### config.mk
export PLATFORM = sky130hd
export DESIGN_NAME = cmap_cell
export DESIGN_NICKNAME = d
export VERILOG_FILES = /design/src/rtl/assert_macros.svh /design/src/rtl/cmap_pkg.sv /design/src/rtl/cmap_cell.sv
export SDC_FILE = /design/constraint.sdc
export NUM_CORES = 1
export LEC_CHECK = 0
export CAP_MARGIN = 10
export CORE_MARGIN = 8
export CORE_UTILIZATION = 50
export DETAILED_ROUTE_END_ITERATION = 10
export DONT_BUFFER_PORTS = 1
export GPL_TIMING_DRIVEN = 0
export PLACE_DENSITY_LB_ADDON = 0.12
export REMOVE_ABC_BUFFERS = 1
export SLEW_MARGIN = 20
export SYNTH_ARGS = -nofsm -noshare
export SYNTH_HDL_FRONTEND = slang
export SYNTH_SLANG_ARGS = --single-unit
### constraint.sdc
create_clock -name i_clk -period 4.6 [get_ports i_clk]
set_clock_uncertainty 0.2 [all_clocks]
set_input_delay 0.23 -clock i_clk [delete_from_list [all_inputs] [get_ports i_clk]]
set_output_delay 0.23 -clock i_clk [all_outputs]
set_load 0.01 [all_outputs]
### src/rtl/assert_macros.svh
// Assertion macros for the RTL files.
// Depends on nothing; included by files that assert.
`ifndef ASSERT_MACROS_SVH
`define ASSERT_MACROS_SVH
`define ASSERT_IMPL(label, clk, rst_n, ante, cons) \
    label: assert property (@(posedge clk) disable iff (!rst_n) (ante) |-> (cons)) \
    else $error("assertion failed");
`define ASSERT_NEXT(label, clk, rst_n, ante, cons) \
    label: assert property (@(posedge clk) disable iff (!rst_n) (ante) |=> (cons)) \
    else $error("assertion failed");
`endif

### src/rtl/cmap_pkg.sv
// Package for the format-4 glyph lookup: word types, constants and codes.
// Depends on nothing.
`default_nettype none
package cmap_pkg;
    localparam int MaxSegments = 64;
    localparam int RegionDepth = 1024;
    localparam int SegIdxW = $clog2(MaxSegments);
    localparam int RegAddrW = $clog2(RegionDepth);

    localparam logic [1:0] CmdWriteSeg = 2'd0;
    localparam logic [1:0] CmdWriteWord = 2'd1;
    localparam logic [1:0] CmdLookup = 2'd2;

    localparam logic [1:0] StOk = 2'd0;
    localparam logic [1:0] StMalformed = 2'd1;
    localparam logic [1:0] StRange = 2'd2;
    localparam logic [1:0] StDouble = 2'd3;

    localparam logic RegSegCount = 1'b0;
    localparam logic RegRegionWords = 1'b1;

    typedef struct packed {
        logic [1:0]  command;
        logic [9:0]  slot;
        logic [15:0] seg_start;
        logic [15:0] seg_end;
        logic [15:0] seg_delta;
        logic [15:0] word_value;
        logic [15:0] char_code;
    } t_in_word;

    typedef struct packed {
        logic [15:0] glyph;
        logic        mapped;
        logic [1:0]  status;
    } t_out_word;

    typedef struct packed {
        logic [15:0] seg_start;
        logic [15:0] seg_end;
        logic [15:0] seg_delta;
    } t_segment;
endpackage
`default_nettype wire

### src/rtl/cmap_cell.sv
// One segment cell of the shift chain; holds a segment and passes it on.
// Depends on cmap_pkg.
`default_nettype none
module cmap_cell (
    input  wire logic               i_clk,
    input  wire logic               i_load,
    input  wire logic               i_shift,
    input  wire cmap_pkg::t_segment i_load_seg,
    input  wire cmap_pkg::t_segment i_prev_seg,
    output cmap_pkg::t_segment      o_seg
);
    import cmap_pkg::*;

    t_segment r_seg;

    always_ff @(posedge i_clk) begin
        if (i_load) begin
            r_seg <= i_load_seg;
        end else if (i_shift) begin
            r_seg <= i_prev_seg;
        end
    end

    assign o_seg = r_seg;
endmodule
`default_nettype wire

==> impl_metrics.toml <==
[pwr]
p_seq_share_pct = 61.7
p_int_mw = 0.7462
combPwrFrac_pct = 14.2
peakVddDrop_v = 0.0002138
switching_share_pct = 21.84
p_per_area_nw_per_um2 = 303.7
p_switching_mw = 0.2085
p_clk_share_pct = 24.1
p_leak_nw = 1.170

[sta]
fmax_ghz = 0.5578
rsz0062_at_grt = "no"
finalWorstPathRequiredPeriod_ns = 1.793
drv_slew = 0
tightest_slew_ns = 0.5156
slew-limit-headroom_pct = 65.63
setup_violations = 0
post-route-period-util_pct = 38.97
tns_ns = 0
hold_viol_final = 0

[critical_path]
cp_num_cells = 3
cp_data_arrival_time_ns = 1.63
path_cells = "dlygate4sd3_1 -> mux2_2 -> dlygate4sd3_1"
cp.required_ns = 4.44
end_kind = "register"
path_delay_family = "buffers and inverters"
critPathSlowestCell = "dlygate4sd3_1"
cpMostUsedCell = "dlygate4sd3_1"
cp_num_buf_inv = 2
cpPeakStageDelay_ns = 0.57
crit_end = "o_seg[21]"
cp_max_fo = 1
critical_path_class = "primary input to register"
start_kind = "primary input"
startpoint = "i_prev_seg[21]"

[detailed_routing]
detail-route-antenna-nets = 0
dr.first_iter.drc_count = 91
drc = 0
dr.pass1.iters = 4
drt-total-wl_um = 6034
vias = 1321
vias_per_cell = 5.263
wl_per_cell_um = 24.04

[placement]
gp_congestion = 0.7024
dp_cells = 148
dpl_cell_area_sq_um = 2105
hpwlAfterDp_um = 3493
port_buffers = 0

[clock_network]
clock-sinks = 48
clkSlewWorstSetupHoldPaths_ns = 0.08
numCtsBuffers = 5
cts_root_buffer = "clkbuf_8"
h-tree-depth = 2
cts-resized-gates = 0
clockBufferDepth = 2
cts_tree = "yes"
cts_setup_buffers = 0

[cells_and_area]
final_layout_size_suffix_gt1_share_pct = 27.86
design_area_sq_um = 3143
syn2layout_area_growth_pct = 52.06
largest_reg_flops = 48
n_antenna_cell = 0
fin_nets = 300
finalNonFillerCells = 251
fillCellCount = 227

[floorplan]
dieArea_sq_um = 6447
initial_utilization_pct = 51.67
core_sq_um = 4000
rows = 23
ios = 147
die_h_um = 80.30
die_w_um = 80.30

[logic_synthesis]
ys_ff_latch = 48
ys_seq_area_share_pct = 69.73
synth_top_area_share_pct = 69.73
synth_cells = 102
ys_types = 6
synth_area_leader_cell = "edfxtp_1"
yosysWarnings = 0
syn-cell-area_sq_um = 2067
synth.area.top_cells = "edfxtp_1 (70%), mux2_2 (21%), mux2_4 (6.5%)"
syn_area_per_cell_sq_um = 20.26

[global_routing]
grtUsageTotal_pct = 18.22
grt_pass1_vias = 1582
antenna_found_initial = 0
overflow = 0
grt_max_degree = 50
grt_pass1_wl_um = 8638

[status]
status = "complete, no violations"

[worst_hold_path]
hold_path.class = "primary input to register"

[run]
drv_cap = 0
-- per-stage QoR --
stage               hold WS (ns)  power (mW)  setup WS (ns)  util (%)
CTS                       0.3965      0.9522          2.861     78.57
global route              0.4178      0.9900          2.810     78.57
floorplan                 0.2475      0.6311          2.675         -
finish                    0.4059      0.9547          2.807     78.57
detailed placement        0.2496      0.6522          3.131     52.61
global placement          0.2485      0.6473          2.325     52.11
-- Yosys cell counts, drive strengths merged --
master  number
buf          5
edfxtp      48
mux2        48
or2          1
-- area by class of cell --
class	instances	area (sq um)	area share, %
Tap cell	50	62.56	1.990
Clock buffer	6	72.57	2.309
Multi-Input combinational cell	49	580.6	18.47
Clock inverter	1	5.005	0.1592
Sequential cell	48	1441	45.86
Timing Repair Buffer	97	980.9	31.21
-- how the worst min path moves through the flow --
stage	from	to	slack (ns)	cells after the start
finish	i_shift	o_seg[25]	0.41	1
global route	i_shift	o_seg[25]	0.42	1
CTS	i_shift	o_seg[25]	0.40	1
detailed placement	i_load_seg[44]	o_seg[44]	0.25	1
global placement	i_load_seg[40]	o_seg[40]	0.25	1
floorplan	i_load_seg[36]	o_seg[36]	0.25	1
-- power by group through the flow --
stage          Combinational [mW]  Clock, mW  Sequential [mW]
3_3_place_gp               0.0486          0            0.599
6_report                    0.136      0.230            0.589
3_5_place_dp               0.0539          0            0.598
5_1_grt                     0.144      0.253            0.593
4_1_cts                     0.131      0.232            0.589
2_1_floorplan              0.0445          0            0.587
-- cell families (layout without fill, tap and decap cells) --
group | count (synthesis) | in the layout | share of synthesized area, %
mux | 48 | 48 | 27.78
buf+inv | 5 | 104 | 2.179
flops | 48 | 48 | 69.73
simple gates | 1 | 1 | 0.3029
-- routing by layer --
metal / vias up / part of all wire, % / GRT usage (%)
met2: 87 / 56 / 34.44
met5: - / 0 / 0
met3: 7 / 11 / 8.817
met1: 633 / 31 / 15.96
met4: 0 / 1.3 / 6.909
li1: 594 / - / -
-- timing repair --
item,4_1_cts,5_1_grt
setup endpoints to repair,0,0
hold buffers,96,0
hold endpoints to repair,48,0
-- layout by cell type (no fill, tap or decap) --
master / instances
buf_12: 1
clkbuf_1: 1
dlygate4sd3_1: 96
mux2_4: 9
or2_2: 1
clkinv_2: 1
mux2_2: 39
edfxtp_1: 48
clkbuf_8: 5
No activity file was read; power rests on OpenSTA's default activity.
